File: config.mk
export PLATFORM = sky130hd
export DESIGN_NAME = utf8_source_tokenizer
export DESIGN_NICKNAME = d
export VERILOG_FILES = /design/src/sv/ust_pkg.sv /design/src/sv/utf8_source_tokenizer.sv /design/src/sv/ust_front.sv /design/src/sv/ust_engine.sv
export SDC_FILE = /design/constraint.sdc
export NUM_CORES = 1
export LEC_CHECK = 0
export ABC_AREA = 1
export BUFFER_PORTS_ARGS = -buffer_cell sky130_fd_sc_hd__buf_2
export CORE_ASPECT_RATIO = 0.8
export CORE_MARGIN = 2
export CORE_UTILIZATION = 45
export DETAILED_ROUTE_END_ITERATION = 6
export GPL_TIMING_DRIVEN = 0
export PLACE_DENSITY = 0.69
export SETUP_SLACK_MARGIN = 0.3
export SYNTH_ARGS = -nofsm -noshare
export SYNTH_HDL_FRONTEND = slang
export SYNTH_SLANG_ARGS = --single-unit
File: constraint.sdc
create_clock -name clk -period 8.2 [get_ports clk]
set_input_delay 1.23 -clock clk [delete_from_list [all_inputs] [get_ports clk]]
set_output_delay 1.23 -clock clk [all_outputs]
set_load 0.02 [all_outputs]
File: src/sv/ust_pkg.sv
// Shared types, constants and helper functions for the UTF-8 source tokenizer.
// Used by ust_front, ust_engine and utf8_source_tokenizer; depends on nothing.
`timescale 1ns / 1ps
`default_nettype none

package ust_pkg;

    localparam int KEYWORD_COUNT_DEF = 9;
    localparam int COUNTER_BITS_DEF  = 16;
    localparam int LOOKAHEAD_DEPTH   = 3;
    localparam int QUEUE_DEPTH       = 4;
    localparam int MAX_KEYWORDS      = 16;

    localparam logic [7:0] CH_TAB    = 8'h09;
    localparam logic [7:0] CH_LF     = 8'h0A;
    localparam logic [7:0] CH_CR     = 8'h0D;
    localparam logic [7:0] CH_SPACE  = 8'h20;
    localparam logic [7:0] CH_BANG   = 8'h21;
    localparam logic [7:0] CH_QUOTE  = 8'h22;
    localparam logic [7:0] CH_LPAREN = 8'h28;
    localparam logic [7:0] CH_RPAREN = 8'h29;
    localparam logic [7:0] CH_STAR   = 8'h2A;
    localparam logic [7:0] CH_PLUS   = 8'h2B;
    localparam logic [7:0] CH_MINUS  = 8'h2D;
    localparam logic [7:0] CH_DOT    = 8'h2E;
    localparam logic [7:0] CH_SLASH  = 8'h2F;
    localparam logic [7:0] CH_ZERO   = 8'h30;
    localparam logic [7:0] CH_NINE   = 8'h39;
    localparam logic [7:0] CH_SEMI   = 8'h3B;
    localparam logic [7:0] CH_LT     = 8'h3C;
    localparam logic [7:0] CH_EQ     = 8'h3D;
    localparam logic [7:0] CH_GT     = 8'h3E;
    localparam logic [7:0] CH_UNDER  = 8'h5F;
    localparam logic [7:0] UTF_LEAD  = 8'hE0;
    localparam logic [7:0] UTF_HIGH  = 8'hA7;
    localparam logic [7:0] UTF_LOW   = 8'hA6;
    localparam logic [7:0] BDIG_ZERO = 8'hA6;
    localparam logic [7:0] BDIG_NINE = 8'hAF;

    localparam logic [4:0] T_IDENT   = 5'd0;
    localparam logic [4:0] T_INT     = 5'd10;
    localparam logic [4:0] T_FLOAT   = 5'd11;
    localparam logic [4:0] T_STR     = 5'd12;
    localparam logic [4:0] T_PLUS    = 5'd13;
    localparam logic [4:0] T_MINUS   = 5'd14;
    localparam logic [4:0] T_STAR    = 5'd15;
    localparam logic [4:0] T_SLASH   = 5'd16;
    localparam logic [4:0] T_LPAREN  = 5'd17;
    localparam logic [4:0] T_RPAREN  = 5'd18;
    localparam logic [4:0] T_SEMI    = 5'd19;
    localparam logic [4:0] T_ASSIGN  = 5'd20;
    localparam logic [4:0] T_EQ      = 5'd21;
    localparam logic [4:0] T_NE      = 5'd22;
    localparam logic [4:0] T_LT      = 5'd23;
    localparam logic [4:0] T_LE      = 5'd24;
    localparam logic [4:0] T_GT      = 5'd25;
    localparam logic [4:0] T_GE      = 5'd26;
    localparam logic [4:0] T_UNKNOWN = 5'd27;
    localparam logic [4:0] T_END     = 5'd28;

    localparam logic [1:0] ERR_NONE    = 2'd0;
    localparam logic [1:0] ERR_UNKNOWN = 2'd1;
    localparam logic [1:0] ERR_BANG    = 2'd2;
    localparam logic [1:0] ERR_UNTERM  = 2'd3;

    // Keyword code points as offsets from U+0980, and lengths in characters.
    localparam logic [2:0] KW_CHARS [MAX_KEYWORDS] =
        '{3'd3, 3'd6, 3'd5, 3'd3, 3'd5, 3'd6, 3'd5, 3'd4, 3'd3,
          3'd0, 3'd0, 3'd0, 3'd0, 3'd0, 3'd0, 3'd0};
    localparam logic [5:0] KW_CP [MAX_KEYWORDS][6] = '{
        '{6'h27, 6'h30, 6'h3F, 6'h00, 6'h00, 6'h00},
        '{6'h38, 6'h02, 6'h16, 6'h0D, 6'h2F, 6'h3E},
        '{6'h26, 6'h36, 6'h2E, 6'h3F, 6'h15, 6'h00},
        '{6'h2F, 6'h26, 6'h3F, 6'h00, 6'h00, 6'h00},
        '{6'h28, 6'h3E, 6'h39, 6'h32, 6'h07, 6'h00},
        '{6'h2F, 6'h24, 6'h15, 6'h0D, 6'h37, 6'h23},
        '{6'h26, 6'h07, 6'h16, 6'h3E, 6'h13, 6'h00},
        '{6'h36, 6'h01, 6'h30, 6'h01, 6'h00, 6'h00},
        '{6'h36, 6'h07, 6'h37, 6'h00, 6'h00, 6'h00},
        '{6'h00, 6'h00, 6'h00, 6'h00, 6'h00, 6'h00},
        '{6'h00, 6'h00, 6'h00, 6'h00, 6'h00, 6'h00},
        '{6'h00, 6'h00, 6'h00, 6'h00, 6'h00, 6'h00},
        '{6'h00, 6'h00, 6'h00, 6'h00, 6'h00, 6'h00},
        '{6'h00, 6'h00, 6'h00, 6'h00, 6'h00, 6'h00},
        '{6'h00, 6'h00, 6'h00, 6'h00, 6'h00, 6'h00},
        '{6'h00, 6'h00, 6'h00, 6'h00, 6'h00, 6'h00}};
    // Offsets of 0x40 and above sit in the A7 block; the table keeps the low six bits.
    localparam logic KW_HIGH [MAX_KEYWORDS][6] = '{
        '{1'b0, 1'b0, 1'b0, 1'b0, 1'b0, 1'b0},
        '{1'b0, 1'b0, 1'b0, 1'b1, 1'b0, 1'b0},
        '{1'b0, 1'b0, 1'b0, 1'b0, 1'b0, 1'b0},
        '{1'b0, 1'b0, 1'b0, 1'b0, 1'b0, 1'b0},
        '{1'b0, 1'b0, 1'b0, 1'b0, 1'b1, 1'b0},
        '{1'b0, 1'b0, 1'b0, 1'b1, 1'b0, 1'b0},
        '{1'b0, 1'b1, 1'b0, 1'b0, 1'b0, 1'b0},
        '{1'b0, 1'b1, 1'b0, 1'b1, 1'b0, 1'b0},
        '{1'b0, 1'b1, 1'b0, 1'b0, 1'b0, 1'b0},
        '{1'b0, 1'b0, 1'b0, 1'b0, 1'b0, 1'b0},
        '{1'b0, 1'b0, 1'b0, 1'b0, 1'b0, 1'b0},
        '{1'b0, 1'b0, 1'b0, 1'b0, 1'b0, 1'b0},
        '{1'b0, 1'b0, 1'b0, 1'b0, 1'b0, 1'b0},
        '{1'b0, 1'b0, 1'b0, 1'b0, 1'b0, 1'b0},
        '{1'b0, 1'b0, 1'b0, 1'b0, 1'b0, 1'b0},
        '{1'b0, 1'b0, 1'b0, 1'b0, 1'b0, 1'b0}};

    typedef enum logic [3:0] {
        MD_IDLE    = 4'd0,
        MD_IDENT   = 4'd1,
        MD_NUM     = 4'd2,
        MD_NUMFRAC = 4'd3,
        MD_BNUM    = 4'd4,
        MD_BFRAC   = 4'd5,
        MD_STR     = 4'd6,
        MD_COMMENT = 4'd7
    } scan_mode_t;

    typedef enum logic [2:0] {
        ES_READY   = 3'd0,
        ES_RUN     = 3'd1,
        ES_EOF_FIN = 3'd2,
        ES_EOF_END = 3'd3,
        ES_FLUSH   = 3'd4
    } eng_state_t;

    typedef struct packed {
        logic digit;
        logic wstart;
        logic blank;
    } cls_t;

    typedef struct packed {
        logic [7:0] data;
        cls_t       cls;
    } ent_t;

    typedef struct packed {
        ent_t ent;
        logic eof;
    } qitem_t;

    typedef struct packed {
        logic [4:0]  token_type;
        logic [1:0]  error_code;
        logic [15:0] start_line;
        logic [15:0] start_col;
        logic [15:0] byte_length;
        logic [31:0] int_value;
    } res_t;

    function automatic cls_t classify(input logic [7:0] b);
        cls_t c;
        c.digit  = (b >= CH_ZERO) && (b <= CH_NINE);
        c.wstart = ((b >= 8'h41) && (b <= 8'h5A)) || ((b >= 8'h61) && (b <= 8'h7A)) ||
                   (b == CH_UNDER) || b[7];
        c.blank  = (b == CH_SPACE) || (b == CH_TAB) || (b == CH_CR) || (b == CH_LF);
        return c;
    endfunction

    function automatic logic [4:0] kw_len3(input logic [3:0] k);
        logic [4:0] l;
        l = {2'b00, KW_CHARS[k]};
        return (l << 1) + l;
    endfunction

    function automatic logic [7:0] kw_byte(input logic [3:0] k, input logic [4:0] pos);
        logic [2:0] ch;
        logic [4:0] ph;
        logic [7:0] r;
        ch = 3'd0;
        ph = pos;
        for (int j = 1; j < 6; j++) begin
            if (pos >= 5'(3 * j)) begin
                ch = 3'(j);
                ph = pos - 5'(3 * j);
            end
        end
        case (ph)
            5'd0:    r = UTF_LEAD;
            5'd1:    r = KW_HIGH[k][ch] ? UTF_HIGH : UTF_LOW;
            default: r = {2'b10, KW_CP[k][ch]};
        endcase
        return r;
    endfunction

endpackage

`default_nettype wire

File: src/sv/utf8_source_tokenizer.sv
// Top level of the UTF-8 source tokenizer: byte queue front and scanning back end.
// Depends on ust_pkg, ust_front and ust_engine.
//
// Usage: source bytes enter on the input channel (in_valid, in_stall, in_byte,
// end_of_input), one byte per item. Tokens leave on the output channel
// (out_valid, out_stall and the token fields), one token per item, with last
// set on the final token caused by an input byte. An item is taken when valid
// is high and stall is low at a rising clock edge.
// Bytes pass through a four-entry queue into the scanner, so a stalled output
// does not stop the input until the queue fills. The scanner handles one byte
// per cycle while the output does not stall; each token that ends on a
// following byte, and each extra token caused by one byte, holds the next
// byte back. A byte marked end_of_input is followed by the flush of the open
// token and the end token, after which the block is back in its reset state.
// While out_stall is high with a token waiting, the result register holds and
// the scanner waits. Reset clears the queue, the counters (line and column to
// 1) and any partial token.
`timescale 1ns / 1ps
`default_nettype none

module utf8_source_tokenizer #(
    parameter int KEYWORD_COUNT = ust_pkg::KEYWORD_COUNT_DEF,
    parameter int COUNTER_BITS  = ust_pkg::COUNTER_BITS_DEF
) (
    input  wire logic        clk,
    input  wire logic        rst_n,
    input  wire logic        in_valid,
    output logic             in_stall,
    input  wire logic [7:0]  in_byte,
    input  wire logic        end_of_input,
    output logic             out_valid,
    input  wire logic        out_stall,
    output logic [4:0]       token_type,
    output logic [1:0]       error_code,
    output logic [15:0]      start_line,
    output logic [15:0]      start_col,
    output logic [15:0]      byte_length,
    output logic [31:0]      int_value,
    output logic             last
);

    logic            q_valid;
    logic            q_pop;
    ust_pkg::qitem_t q_head;
    ust_pkg::res_t   res;

    ust_front u_front (
        .clk          (clk),
        .rst_n        (rst_n),
        .in_valid     (in_valid),
        .in_stall     (in_stall),
        .in_byte      (in_byte),
        .end_of_input (end_of_input),
        .q_valid      (q_valid),
        .q_head       (q_head),
        .q_pop        (q_pop)
    );

    ust_engine #(
        .KEYWORD_COUNT (KEYWORD_COUNT),
        .COUNTER_BITS  (COUNTER_BITS)
    ) u_engine (
        .clk       (clk),
        .rst_n     (rst_n),
        .q_valid   (q_valid),
        .q_head    (q_head),
        .q_pop     (q_pop),
        .out_valid (out_valid),
        .out_stall (out_stall),
        .out_res   (res),
        .out_last  (last)
    );

    assign token_type  = res.token_type;
    assign error_code  = res.error_code;
    assign start_line  = res.start_line;
    assign start_col   = res.start_col;
    assign byte_length = res.byte_length;
    assign int_value   = res.int_value;

endmodule

`default_nettype wire

File: src/sv/ust_front.sv
// Front part of the tokenizer: accepts source bytes, classifies them and queues them.
// Depends on ust_pkg.
`timescale 1ns / 1ps
`default_nettype none

module ust_front (
    input  wire logic            clk,
    input  wire logic            rst_n,
    input  wire logic            in_valid,
    output logic                 in_stall,
    input  wire logic [7:0]      in_byte,
    input  wire logic            end_of_input,
    output logic                 q_valid,
    output ust_pkg::qitem_t      q_head,
    input  wire logic            q_pop
);

    localparam int PW = $clog2(ust_pkg::QUEUE_DEPTH);

    ust_pkg::qitem_t q_reg [ust_pkg::QUEUE_DEPTH];
    logic [PW-1:0]   wptr_reg, wptr_next;
    logic [PW-1:0]   rptr_reg, rptr_next;
    logic [PW:0]     cnt_reg, cnt_next;
    logic            push;
    ust_pkg::qitem_t item;

    assign in_stall = (cnt_reg == (PW+1)'(ust_pkg::QUEUE_DEPTH));
    assign push     = in_valid && !in_stall;
    assign q_valid  = (cnt_reg != '0);
    assign q_head   = q_reg[rptr_reg];

    always_comb
    begin
        item.ent.data = in_byte;
        item.ent.cls  = ust_pkg::classify(in_byte);
        item.eof      = end_of_input;
        wptr_next     = push ? wptr_reg + 1'b1 : wptr_reg;
        rptr_next     = q_pop ? rptr_reg + 1'b1 : rptr_reg;
        cnt_next      = cnt_reg + (PW+1)'(push) - (PW+1)'(q_pop);
    end

    always_ff @(posedge clk or negedge rst_n)
    begin
        if (!rst_n)
        begin
            wptr_reg <= '0;
            rptr_reg <= '0;
            cnt_reg  <= '0;
        end
        else
        begin
            wptr_reg <= wptr_next;
            rptr_reg <= rptr_next;
            cnt_reg  <= cnt_next;
        end
    end

    always_ff @(posedge clk)
    begin
        if (push)
        begin
            q_reg[wptr_reg] <= item;
        end
    end

endmodule

`default_nettype wire

File: src/sv/ust_engine.sv
// Back part of the tokenizer: scans queued bytes, builds tokens and drives the result register.
// Depends on ust_pkg.
`timescale 1ns / 1ps
`default_nettype none

module ust_engine #(
    parameter int KEYWORD_COUNT = ust_pkg::KEYWORD_COUNT_DEF,
    parameter int COUNTER_BITS  = ust_pkg::COUNTER_BITS_DEF
) (
    input  wire logic             clk,
    input  wire logic             rst_n,
    input  wire logic             q_valid,
    input  ust_pkg::qitem_t       q_head,
    output logic                  q_pop,
    output logic                  out_valid,
    input  wire logic             out_stall,
    output ust_pkg::res_t         out_res,
    output logic                  out_last
);

    localparam int CB = COUNTER_BITS;
    localparam int KC = KEYWORD_COUNT;
    localparam logic [CB-1:0] CNT_ONE = CB'(1);

    function automatic logic [CB-1:0] sat_add(input logic [CB-1:0] a, input logic [1:0] b);
        logic [CB:0] s;
        s = {1'b0, a} + (CB+1)'(b);
        return s[CB] ? '1 : s[CB-1:0];
    endfunction

    function automatic logic [15:0] to16(input logic [CB-1:0] a);
        logic [31:0] w;
        w = 32'(a);
        return w[15:0];
    endfunction

    ust_pkg::eng_state_t state_reg, state_next;
    ust_pkg::scan_mode_t mode_reg, mode_next;
    logic [CB-1:0] line_reg, line_next, col_reg, col_next;
    logic [CB-1:0] tsl_reg, tsl_next, tsc_reg, tsc_next, tlen_reg, tlen_next;
    logic [31:0]   acc_reg, acc_next;
    logic [KC-1:0] cand_reg, cand_next;
    logic [4:0]    kpos_reg, kpos_next;
    logic [1:0]    fill_reg, fill_next;
    logic [2:0]    wn_reg, wn_next;
    logic          weof_reg, weof_next;
    logic          pend_v_reg, pend_v_next;
    logic          out_v_reg, out_v_next;
    logic          last_reg, last_next;
    ust_pkg::ent_t la_reg [ust_pkg::LOOKAHEAD_DEPTH];
    ust_pkg::ent_t la_next [ust_pkg::LOOKAHEAD_DEPTH];
    ust_pkg::ent_t wb_reg [4];
    ust_pkg::ent_t wb_next [4];
    ust_pkg::res_t pend_reg, pend_next, res_reg, res_next;

    ust_pkg::ent_t v [4];
    ust_pkg::ent_t sh [4];
    logic [2:0]    n;
    logic          veof, vvalid;
    logic [7:0]    c, b1, b2, b3;
    logic          pres1, pres2, pres3, q1ok;
    logic          ben0_no, ben0_wait, ben1_no, ben1_wait;

    logic [1:0]    it_cons;
    logic          it_wait, it_emit, it_begin, it_dig_en, it_take, it_ident, it_fin;
    logic [3:0]    it_dig;
    ust_pkg::res_t it_res, fin_res, op_res;
    ust_pkg::scan_mode_t it_mode;
    logic          fin_emit;
    logic [4:0]    kw_type;
    logic [2:0]    rem;

    logic [CB-1:0] len_base, upd_len, upd_line, upd_col, upd_tsl, upd_tsc;
    logic [31:0]   acc_base, upd_acc;
    logic [35:0]   mul;
    logic [KC-1:0] cand_base, upd_cand;
    logic [4:0]    kpos_base, upd_kpos;

    logic          go, emit_any, end_item, push, push_last;
    ust_pkg::res_t emit_r, push_res;

    always_comb
    begin
        if (state_reg == ust_pkg::ES_RUN)
        begin
            for (int k = 0; k < 4; k++)
            begin
                v[k] = wb_reg[k];
            end
            n      = wn_reg;
            veof   = weof_reg;
            vvalid = 1'b1;
        end
        else
        begin
            for (int k = 0; k < 3; k++)
            begin
                v[k] = (2'(k) < fill_reg) ? la_reg[k] : q_head.ent;
            end
            v[3]   = q_head.ent;
            n      = {1'b0, fill_reg} + 3'd1;
            veof   = q_head.eof;
            vvalid = (state_reg == ust_pkg::ES_READY) && q_valid;
        end
    end

    assign c     = v[0].data;
    assign b1    = v[1].data;
    assign b2    = v[2].data;
    assign b3    = v[3].data;
    assign pres1 = (n > 3'd1);
    assign pres2 = (n > 3'd2);
    assign pres3 = (n > 3'd3);
    assign q1ok  = pres1 || veof;

    assign ben0_no   = (c != ust_pkg::UTF_LEAD) || (pres1 && (b1 != ust_pkg::UTF_HIGH)) ||
                       (pres2 && !((b2 >= ust_pkg::BDIG_ZERO) && (b2 <= ust_pkg::BDIG_NINE))) ||
                       (!pres2 && veof);
    assign ben0_wait = !ben0_no && !pres2;
    assign ben1_no   = (pres2 && (b2 != ust_pkg::UTF_HIGH)) ||
                       (pres3 && !((b3 >= ust_pkg::BDIG_ZERO) && (b3 <= ust_pkg::BDIG_NINE))) ||
                       (!pres3 && veof);
    assign ben1_wait = !ben1_no && !pres3;

    always_comb
    begin
        kw_type = ust_pkg::T_IDENT;
        for (int k = 0; k < KC; k++)
        begin
            if (cand_reg[k] && (ust_pkg::KW_CHARS[k] != 3'd0) &&
                (kpos_reg == ust_pkg::kw_len3(4'(k))))
            begin
                kw_type = 5'(k + 1);
            end
        end
        fin_res             = '0;
        fin_res.start_line  = to16(tsl_reg);
        fin_res.start_col   = to16(tsc_reg);
        fin_res.byte_length = to16(tlen_reg);
        fin_emit            = 1'b1;
        unique case (mode_reg)
            ust_pkg::MD_IDENT:
            begin
                fin_res.token_type = kw_type;
            end
            ust_pkg::MD_NUM, ust_pkg::MD_BNUM:
            begin
                fin_res.token_type = ust_pkg::T_INT;
                fin_res.int_value  = acc_reg;
            end
            ust_pkg::MD_NUMFRAC, ust_pkg::MD_BFRAC:
            begin
                fin_res.token_type = ust_pkg::T_FLOAT;
                fin_res.int_value  = acc_reg;
            end
            ust_pkg::MD_STR:
            begin
                fin_res.token_type = ust_pkg::T_UNKNOWN;
                fin_res.error_code = ust_pkg::ERR_UNTERM;
            end
            default:
            begin
                fin_emit = 1'b0;
            end
        endcase
    end

    always_comb
    begin
        op_res            = '0;
        op_res.start_line = to16(line_reg);
        op_res.start_col  = to16(col_reg);
        it_cons   = 2'd0;
        it_wait   = 1'b0;
        it_emit   = 1'b0;
        it_res    = op_res;
        it_mode   = mode_reg;
        it_begin  = 1'b0;
        it_dig_en = 1'b0;
        it_dig    = 4'd0;
        it_take   = 1'b0;
        it_ident  = 1'b0;
        it_fin    = 1'b0;
        unique case (mode_reg)
            ust_pkg::MD_IDLE:
            begin
                it_res.byte_length = 16'd1;
                case (c)
                    ust_pkg::CH_SPACE, ust_pkg::CH_TAB, ust_pkg::CH_CR, ust_pkg::CH_LF:
                    begin
                        it_cons = 2'd1;
                    end
                    ust_pkg::CH_SLASH:
                    begin
                        if (!q1ok)
                        begin
                            it_wait = 1'b1;
                        end
                        else if (pres1 && (b1 == ust_pkg::CH_SLASH))
                        begin
                            it_cons = 2'd2;
                            it_mode = ust_pkg::MD_COMMENT;
                        end
                        else
                        begin
                            it_emit           = 1'b1;
                            it_res.token_type = ust_pkg::T_SLASH;
                            it_cons           = 2'd1;
                        end
                    end
                    ust_pkg::CH_PLUS, ust_pkg::CH_MINUS, ust_pkg::CH_STAR,
                    ust_pkg::CH_LPAREN, ust_pkg::CH_RPAREN, ust_pkg::CH_SEMI:
                    begin
                        it_emit = 1'b1;
                        it_cons = 2'd1;
                        case (c)
                            ust_pkg::CH_PLUS:   it_res.token_type = ust_pkg::T_PLUS;
                            ust_pkg::CH_MINUS:  it_res.token_type = ust_pkg::T_MINUS;
                            ust_pkg::CH_STAR:   it_res.token_type = ust_pkg::T_STAR;
                            ust_pkg::CH_LPAREN: it_res.token_type = ust_pkg::T_LPAREN;
                            ust_pkg::CH_RPAREN: it_res.token_type = ust_pkg::T_RPAREN;
                            default:            it_res.token_type = ust_pkg::T_SEMI;
                        endcase
                    end
                    ust_pkg::CH_EQ, ust_pkg::CH_BANG, ust_pkg::CH_LT, ust_pkg::CH_GT:
                    begin
                        if (!q1ok)
                        begin
                            it_wait = 1'b1;
                        end
                        else if (pres1 && (b1 == ust_pkg::CH_EQ))
                        begin
                            it_emit            = 1'b1;
                            it_cons            = 2'd2;
                            it_res.byte_length = 16'd2;
                            case (c)
                                ust_pkg::CH_EQ:   it_res.token_type = ust_pkg::T_EQ;
                                ust_pkg::CH_BANG: it_res.token_type = ust_pkg::T_NE;
                                ust_pkg::CH_LT:   it_res.token_type = ust_pkg::T_LE;
                                default:          it_res.token_type = ust_pkg::T_GE;
                            endcase
                        end
                        else
                        begin
                            it_emit = 1'b1;
                            it_cons = 2'd1;
                            case (c)
                                ust_pkg::CH_EQ:   it_res.token_type = ust_pkg::T_ASSIGN;
                                ust_pkg::CH_LT:   it_res.token_type = ust_pkg::T_LT;
                                ust_pkg::CH_GT:   it_res.token_type = ust_pkg::T_GT;
                                default:
                                begin
                                    it_res.token_type = ust_pkg::T_UNKNOWN;
                                    it_res.error_code = ust_pkg::ERR_BANG;
                                end
                            endcase
                        end
                    end
                    ust_pkg::CH_QUOTE:
                    begin
                        it_begin = 1'b1;
                        it_take  = 1'b1;
                        it_cons  = 2'd1;
                        it_mode  = ust_pkg::MD_STR;
                    end
                    default:
                    begin
                        if (v[0].cls.digit)
                        begin
                            it_begin  = 1'b1;
                            it_dig_en = 1'b1;
                            it_dig    = 4'(c - ust_pkg::CH_ZERO);
                            it_take   = 1'b1;
                            it_cons   = 2'd1;
                            it_mode   = ust_pkg::MD_NUM;
                        end
                        else if ((c == ust_pkg::UTF_LEAD) && ben0_wait)
                        begin
                            it_wait = 1'b1;
                        end
                        else if ((c == ust_pkg::UTF_LEAD) && !ben0_no)
                        begin
                            it_begin  = 1'b1;
                            it_dig_en = 1'b1;
                            it_dig    = 4'(b2 - ust_pkg::BDIG_ZERO);
                            it_take   = 1'b1;
                            it_cons   = 2'd3;
                            it_mode   = ust_pkg::MD_BNUM;
                        end
                        else if (v[0].cls.wstart)
                        begin
                            it_begin = 1'b1;
                            it_ident = 1'b1;
                            it_take  = 1'b1;
                            it_cons  = 2'd1;
                            it_mode  = ust_pkg::MD_IDENT;
                        end
                        else
                        begin
                            it_emit           = 1'b1;
                            it_res.token_type = ust_pkg::T_UNKNOWN;
                            it_res.error_code = ust_pkg::ERR_UNKNOWN;
                            it_cons           = 2'd1;
                        end
                    end
                endcase
            end
            ust_pkg::MD_IDENT:
            begin
                if (v[0].cls.wstart || v[0].cls.digit)
                begin
                    it_ident = 1'b1;
                    it_take  = 1'b1;
                    it_cons  = 2'd1;
                end
                else
                begin
                    it_fin = 1'b1;
                end
            end
            ust_pkg::MD_NUM:
            begin
                if (v[0].cls.digit)
                begin
                    it_dig_en = 1'b1;
                    it_dig    = 4'(c - ust_pkg::CH_ZERO);
                    it_take   = 1'b1;
                    it_cons   = 2'd1;
                end
                else if (c == ust_pkg::CH_DOT)
                begin
                    if (!q1ok)
                    begin
                        it_wait = 1'b1;
                    end
                    else if (pres1 && v[1].cls.digit)
                    begin
                        it_take = 1'b1;
                        it_cons = 2'd1;
                        it_mode = ust_pkg::MD_NUMFRAC;
                    end
                    else
                    begin
                        it_fin = 1'b1;
                    end
                end
                else
                begin
                    it_fin = 1'b1;
                end
            end
            ust_pkg::MD_NUMFRAC:
            begin
                if (v[0].cls.digit)
                begin
                    it_take = 1'b1;
                    it_cons = 2'd1;
                end
                else
                begin
                    it_fin = 1'b1;
                end
            end
            ust_pkg::MD_BNUM:
            begin
                if (c == ust_pkg::UTF_LEAD)
                begin
                    if (ben0_wait)
                    begin
                        it_wait = 1'b1;
                    end
                    else if (!ben0_no)
                    begin
                        it_dig_en = 1'b1;
                        it_dig    = 4'(b2 - ust_pkg::BDIG_ZERO);
                        it_take   = 1'b1;
                        it_cons   = 2'd3;
                    end
                    else
                    begin
                        it_fin = 1'b1;
                    end
                end
                else if (c == ust_pkg::CH_DOT)
                begin
                    if (!q1ok)
                    begin
                        it_wait = 1'b1;
                    end
                    else if (pres1 && v[1].cls.digit)
                    begin
                        it_take = 1'b1;
                        it_cons = 2'd1;
                        it_mode = ust_pkg::MD_BFRAC;
                    end
                    else if (pres1 && (b1 == ust_pkg::UTF_LEAD) && ben1_wait)
                    begin
                        it_wait = 1'b1;
                    end
                    else if (pres1 && (b1 == ust_pkg::UTF_LEAD) && !ben1_no)
                    begin
                        it_take = 1'b1;
                        it_cons = 2'd1;
                        it_mode = ust_pkg::MD_BFRAC;
                    end
                    else
                    begin
                        it_fin = 1'b1;
                    end
                end
                else
                begin
                    it_fin = 1'b1;
                end
            end
            ust_pkg::MD_BFRAC:
            begin
                if (c == ust_pkg::UTF_LEAD)
                begin
                    if (ben0_wait)
                    begin
                        it_wait = 1'b1;
                    end
                    else if (!ben0_no)
                    begin
                        it_take = 1'b1;
                        it_cons = 2'd3;
                    end
                    else
                    begin
                        it_fin = 1'b1;
                    end
                end
                else if (v[0].cls.digit)
                begin
                    it_take = 1'b1;
                    it_cons = 2'd1;
                end
                else
                begin
                    it_fin = 1'b1;
                end
            end
            ust_pkg::MD_STR:
            begin
                if (c == ust_pkg::CH_QUOTE)
                begin
                    it_take            = 1'b1;
                    it_cons            = 2'd1;
                    it_emit            = 1'b1;
                    it_res.token_type  = ust_pkg::T_STR;
                    it_res.start_line  = to16(tsl_reg);
                    it_res.start_col   = to16(tsc_reg);
                    it_res.byte_length = to16(sat_add(tlen_reg, 2'd1));
                    it_mode            = ust_pkg::MD_IDLE;
                end
                else if (c == ust_pkg::CH_LF)
                begin
                    it_fin = 1'b1;
                end
                else
                begin
                    it_take = 1'b1;
                    it_cons = 2'd1;
                end
            end
            ust_pkg::MD_COMMENT:
            begin
                if (c == ust_pkg::CH_LF)
                begin
                    it_mode = ust_pkg::MD_IDLE;
                end
                else
                begin
                    it_cons = 2'd1;
                end
            end
            default:
            begin
                it_mode = ust_pkg::MD_IDLE;
            end
        endcase
        if (it_fin)
        begin
            it_emit = fin_emit;
            it_res  = fin_res;
            it_mode = ust_pkg::MD_IDLE;
        end
    end

    always_comb
    begin
        upd_tsl   = it_begin ? line_reg : tsl_reg;
        upd_tsc   = it_begin ? col_reg : tsc_reg;
        len_base  = it_begin ? '0 : tlen_reg;
        acc_base  = it_begin ? 32'd0 : acc_reg;
        cand_base = it_begin ? '1 : cand_reg;
        kpos_base = it_begin ? 5'd0 : kpos_reg;
        upd_len   = it_take ? sat_add(len_base, it_cons) : len_base;
        mul       = ({4'd0, acc_base} << 3) + ({4'd0, acc_base} << 1) + 36'(it_dig);
        upd_acc   = it_dig_en ? ((mul[35:32] != 4'd0) ? 32'hFFFF_FFFF : mul[31:0]) : acc_base;
        upd_cand  = cand_base;
        upd_kpos  = kpos_base;
        if (it_ident)
        begin
            for (int k = 0; k < KC; k++)
            begin
                if ((kpos_base >= ust_pkg::kw_len3(4'(k))) ||
                    (ust_pkg::kw_byte(4'(k), kpos_base) != c))
                begin
                    upd_cand[k] = 1'b0;
                end
            end
            upd_kpos = (kpos_base < 5'd31) ? kpos_base + 5'd1 : kpos_base;
        end
        if ((it_cons == 2'd1) && (c == ust_pkg::CH_LF))
        begin
            upd_line = sat_add(line_reg, 2'd1);
            upd_col  = CNT_ONE;
        end
        else
        begin
            upd_line = line_reg;
            upd_col  = sat_add(col_reg, it_cons);
        end
        rem = n - {1'b0, it_cons};
        for (int k = 0; k < 4; k++)
        begin
            case (it_cons)
                2'd0:    sh[k] = v[k];
                2'd1:    sh[k] = (k < 3) ? v[(k + 1) % 4] : v[3];
                2'd2:    sh[k] = (k < 2) ? v[(k + 2) % 4] : v[3];
                default: sh[k] = (k < 1) ? v[3] : v[3];
            endcase
        end
    end

    assign go = !out_v_reg || !out_stall;

    always_comb
    begin
        state_next  = state_reg;
        mode_next   = mode_reg;
        line_next   = line_reg;
        col_next    = col_reg;
        tsl_next    = tsl_reg;
        tsc_next    = tsc_reg;
        tlen_next   = tlen_reg;
        acc_next    = acc_reg;
        cand_next   = cand_reg;
        kpos_next   = kpos_reg;
        fill_next   = fill_reg;
        wn_next     = wn_reg;
        weof_next   = weof_reg;
        pend_v_next = pend_v_reg;
        pend_next   = pend_reg;
        for (int k = 0; k < ust_pkg::LOOKAHEAD_DEPTH; k++)
        begin
            la_next[k] = la_reg[k];
        end
        for (int k = 0; k < 4; k++)
        begin
            wb_next[k] = wb_reg[k];
        end
        q_pop     = 1'b0;
        emit_any  = 1'b0;
        emit_r    = it_res;
        end_item  = 1'b0;
        push      = 1'b0;
        push_res  = pend_reg;
        push_last = 1'b0;
        unique case (state_reg)
            ust_pkg::ES_READY, ust_pkg::ES_RUN:
            begin
                if (vvalid && go)
                begin
                    q_pop     = (state_reg == ust_pkg::ES_READY);
                    mode_next = it_mode;
                    line_next = upd_line;
                    col_next  = upd_col;
                    tsl_next  = upd_tsl;
                    tsc_next  = upd_tsc;
                    tlen_next = upd_len;
                    acc_next  = upd_acc;
                    cand_next = upd_cand;
                    kpos_next = upd_kpos;
                    emit_any  = it_emit;
                    emit_r    = it_res;
                    if (!it_wait && (rem != 3'd0))
                    begin
                        for (int k = 0; k < 4; k++)
                        begin
                            wb_next[k] = sh[k];
                        end
                        wn_next    = rem;
                        weof_next  = veof;
                        state_next = ust_pkg::ES_RUN;
                    end
                    else
                    begin
                        fill_next = it_wait ? rem[1:0] : 2'd0;
                        for (int k = 0; k < ust_pkg::LOOKAHEAD_DEPTH; k++)
                        begin
                            la_next[k] = sh[k];
                        end
                        if (veof)
                        begin
                            state_next = ust_pkg::ES_EOF_FIN;
                        end
                        else
                        begin
                            end_item   = 1'b1;
                            state_next = ust_pkg::ES_READY;
                        end
                    end
                end
            end
            ust_pkg::ES_EOF_FIN:
            begin
                if (go)
                begin
                    emit_any   = fin_emit;
                    emit_r     = fin_res;
                    mode_next  = ust_pkg::MD_IDLE;
                    state_next = ust_pkg::ES_EOF_END;
                end
            end
            ust_pkg::ES_EOF_END:
            begin
                if (go)
                begin
                    emit_any          = 1'b1;
                    emit_r            = '0;
                    emit_r.token_type = ust_pkg::T_END;
                    emit_r.start_line = to16(line_reg);
                    emit_r.start_col  = to16(col_reg);
                    end_item          = 1'b1;
                    state_next        = ust_pkg::ES_READY;
                    mode_next         = ust_pkg::MD_IDLE;
                    line_next         = CNT_ONE;
                    col_next          = CNT_ONE;
                    tsl_next          = CNT_ONE;
                    tsc_next          = CNT_ONE;
                    tlen_next         = '0;
                    acc_next          = 32'd0;
                    cand_next         = '1;
                    kpos_next         = 5'd0;
                    fill_next         = 2'd0;
                end
            end
            ust_pkg::ES_FLUSH:
            begin
                if (go)
                begin
                    push        = 1'b1;
                    push_res    = pend_reg;
                    push_last   = 1'b1;
                    pend_v_next = 1'b0;
                    state_next  = ust_pkg::ES_READY;
                end
            end
            default:
            begin
                state_next = ust_pkg::ES_READY;
            end
        endcase
        if (emit_any && end_item)
        begin
            push = 1'b1;
            if (pend_v_reg)
            begin
                push_res    = pend_reg;
                push_last   = 1'b0;
                pend_next   = emit_r;
                pend_v_next = 1'b1;
                state_next  = ust_pkg::ES_FLUSH;
            end
            else
            begin
                push_res  = emit_r;
                push_last = 1'b1;
            end
        end
        else if (emit_any)
        begin
            push        = pend_v_reg;
            push_res    = pend_reg;
            push_last   = 1'b0;
            pend_next   = emit_r;
            pend_v_next = 1'b1;
        end
        else if (end_item)
        begin
            push        = pend_v_reg;
            push_res    = pend_reg;
            push_last   = 1'b1;
            pend_v_next = 1'b0;
        end
        out_v_next = push ? 1'b1 : (out_v_reg && out_stall);
        res_next   = push ? push_res : res_reg;
        last_next  = push ? push_last : last_reg;
    end

    always_ff @(posedge clk or negedge rst_n)
    begin
        if (!rst_n)
        begin
            state_reg  <= ust_pkg::ES_READY;
            mode_reg   <= ust_pkg::MD_IDLE;
            line_reg   <= CNT_ONE;
            col_reg    <= CNT_ONE;
            tsl_reg    <= CNT_ONE;
            tsc_reg    <= CNT_ONE;
            tlen_reg   <= '0;
            acc_reg    <= 32'd0;
            cand_reg   <= '1;
            kpos_reg   <= 5'd0;
            fill_reg   <= 2'd0;
            wn_reg     <= 3'd0;
            weof_reg   <= 1'b0;
            pend_v_reg <= 1'b0;
            out_v_reg  <= 1'b0;
        end
        else
        begin
            state_reg  <= state_next;
            mode_reg   <= mode_next;
            line_reg   <= line_next;
            col_reg    <= col_next;
            tsl_reg    <= tsl_next;
            tsc_reg    <= tsc_next;
            tlen_reg   <= tlen_next;
            acc_reg    <= acc_next;
            cand_reg   <= cand_next;
            kpos_reg   <= kpos_next;
            fill_reg   <= fill_next;
            wn_reg     <= wn_next;
            weof_reg   <= weof_next;
            pend_v_reg <= pend_v_next;
            out_v_reg  <= out_v_next;
        end
    end

    always_ff @(posedge clk)
    begin
        for (int k = 0; k < ust_pkg::LOOKAHEAD_DEPTH; k++)
        begin
            la_reg[k] <= la_next[k];
        end
        for (int k = 0; k < 4; k++)
        begin
            wb_reg[k] <= wb_next[k];
        end
        pend_reg <= pend_next;
        res_reg  <= res_next;
        last_reg <= last_next;
    end

    assign out_valid = out_v_reg;
    assign out_res   = res_reg;
    assign out_last  = last_reg;

endmodule

`default_nettype wire

==> qor.csv <==
metric,value,unit
outcome,finished with violations,
violations,DRC,
min_to,u_engine.cand_reg[0]$_DFFE_PN1P_,
avgRoutedWirePerCell,18.7,um
cts_hold_buf,0,
worst_pin_slew,1.19,ns
drive_gt1_share,12.1,%
clk_latency,0.61,ns
vias,25060,
totalWireLength,81800,um
cts_htree_levels,2,
core,59800,um^2
cts_num_sinks,436,
crit_start,u_engine.state_reg[0]$_DFF_PN0_,
cp_max_fo,10,
ys_ff_latch,436,
avgSynthCellArea,8.09,um^2
yosysWarningCount,0,
max-cap-violations,0,
skew,0.0226,ns
timing_hold_violations_final,0,
syn_nets,3491,
critPathArrivalTime,8.04,ns
seq_area,12400,um^2
antenna_left,0,
io_buffer_count,102,
num-fill-cells,5581,
layout.cells.non_filler,4371,
drt_iter0_markers,2994,
cp.required,8.63,ns
clk_pin_slew,0.06,ns
worstRegToRegCells,43,
syn_area,27200,um^2
drc,19,
start_util,45.6,%
diodes,0,
maxSlewHeadroom,20.4,%
slowest_stage,o21ai_1,
setup_violations,0,
fmax,0.131,GHz
area_delta_synth_final,13.9,%
placed_cells,4252,
hold_class,reg -> reg,
drv_slew,0,
r2r_slack,0.59,ns
crit_path_end_kind,register,
yosys.cell_types.count,65,
start_kind,register,
fp.dieArea,62500,um^2
synth_edf_count,289,
cts-root-buf,clkbuf_16,
die_h,224,um
grt_max_degree,106,
fin_setup_tns,0,ns
min_path_cells,2,
path_class,reg -> reg,
cts_buffer_depth,3,
antenna_found_initial,0,
fin_crit,7.61,ns
r2r_end,u_engine.acc_reg[29]$_DFFE_PN0P_,
die_width,279,um
multi_input_area,13100,um^2
numCtsBuffers,47,
syn_inst,3367,
cts_tree,built,
place_congestion,1.00,
max_stage_delay,0.47,ns
fin_crit_sh,92.8,%
layout.nets,3677,
whs,0.505,ns
dpl.hpwl,58600,um
cpMostUsedCell,nand2_1,
globalRouteTotalUtil,25.5,%
rsz0062_at_grt,no,
synthArstFlopShare,33.7,%
fp-row-count,80,
io_pins,103,
ys.flop_type,edfxtp_1,
via_per_inst,5.73,
r2r_start,u_engine.state_reg[0]$_DFF_PN0_,
hold_start,u_engine.cand_reg[0]$_DFFE_PN1P_,
grt_pass1_wl,127000,um
grt_pass1_vias,22998,
drt-pass1-iter-count,7,
grt_overflow_total,0,
ys_seq_area_share,45.4,%
==> cells in the mapped netlist (17+ instances only) <==
cell / number / area (um^2)
o221ai_1: 27 / 236
a21oi_1: 128 / 641
edfxtp_1: 289 / 8680
nand2_2: 21 / 131
inv_2: 30 / 113
nand2_1: 843 / 3160
nand4_1: 29 / 181
ha_1: 105 / 1310
clkbuf_1: 115 / 432
dfrtp_1: 134 / 3350
o21ai_0: 314 / 1570
o22ai_1: 65 / 407
nor3_1: 95 / 475
nor2_1: 265 / 995
o21ai_1: 17 / 85.1
xor2_1: 43 / 377
o211ai_1: 49 / 368
nand3_1: 192 / 961
inv_1: 340 / 1280
==> routing by layer <==
metal | global-route usage [%] | routed length (um) | vias to the layer above
met5 | 0 | 0 | -
met4 | 7.11 | 2020 | 0
met3 | 5.40 | 8380 | 135
met2 | 37.7 | 35000 | 1180
met1 | 37.6 | 36400 | 11846
li1 | - | - | 11899
==> through the flow <==
step	util (%)	worst slack [ns]	area (um^2)
after global routing	51.9	0.211	31000
after CTS	51.3	0.310	30700
final	51.9	0.589	31000
after global placement	48.1	-2.36	28700
after floorplan	-	0.450	27200
after detailed placement	48.3	-1.94	28900
==> kinds of logic after synthesis <==
family / after synthesis / share of synthesized area, %
AND/OR/NAND/NOR: 1505 / 23.6
AO/OA/AOI/OAI: 724 / 16.0
buffers and inverters: 534 / 7.81
flip-flops: 436 / 45.4
adder cells (fa/ha/maj): 111 / 5.26
XOR/XNOR: 57 / 1.83
==> layout make-up <==
type / instances / area share [%]
Inverter: 379 / 4.61
Timing Repair inverter: 1 / 0.0161
Buffer: 155 / 2.52
Tap cell: 779 / 3.14
Multi-Input combinational cell: 2399 / 42.1
Clock inverter: 31 / 1.08
Sequential cell: 436 / 39.9
Timing Repair Buffer: 134 / 2.69
Clock buffer: 57 / 4.01
==> critical path: cells and delay by family (launching register included) <==
| kind | cells | cell delay, ns |
|---|---|---|
| DFF | 1 | 0.36 |
| xor gates and xnor gates | 1 | 0.09 |
| and+or+nand+nor | 14 | 1.57 |
| buffers and inverters | 12 | 1.88 |
| adders and majority gates | 3 | 0.86 |
| AOI/OAI and AO/OA | 13 | 2.63 |
==> worst max-delay path by stage <==
stage,endpoint,slack [ns]
2_1_floorplan,u_engine.out_last$_DFFE_PP_,0.45
3_3_place_gp,u_engine.out_res[11]$_DFFE_PP_,-2.36
3_5_place_dp,u_engine.acc_reg[30]$_DFFE_PN0P_,-1.94
4_1_cts,u_engine.acc_reg[28]$_DFFE_PN0P_,0.31
5_1_grt,u_engine.acc_reg[29]$_DFFE_PN0P_,0.21
6_report,u_engine.acc_reg[29]$_DFFE_PN0P_,0.59
==> layout by cell type, fill, tap and decap left out, types with 11 or more instances in the layout <==
cell type	netlist	layout
a21oi_1	128	124
a21oi_2	14	12
a21oi_4	5	11
a221oi_1	13	13
buf_2	16	117
buf_4	8	36
buf_6	9	11
clkbuf_1	115	111
clkbuf_16	0	47
clkinv_1	8	14
clkinv_2	0	11
dfrtp_1	134	134
dfstp_2	13	13
edfxtp_1	289	289
ha_1	105	105
inv_1	340	337
inv_2	30	31
nand2_1	843	840
nand2_2	21	21
nand3_1	192	190
nand3_2	13	15
nand4_1	29	29
nor2_1	265	255
nor2_2	8	12
nor3_1	95	89
nor4_1	13	13
o211ai_1	49	49
o21ai_0	314	306
o21ai_1	17	21
o21ai_2	9	11
o221ai_1	27	27
o22ai_1	65	65
o31ai_1	16	16
xnor2_1	14	14
xor2_1	43	43
==> repair_timing <==
item | in CTS | in global routing
cloned | 1 | 2
buffers inserted | 13 | 15
setup endpoints to repair | 310 | 200
pin swaps | 5 | 17
gates resized for setup | 48 | 62
Power is left out: the tool's default activity adds up to more than one toggle a clock period on the data nets, which glitch-free logic cannot reach.
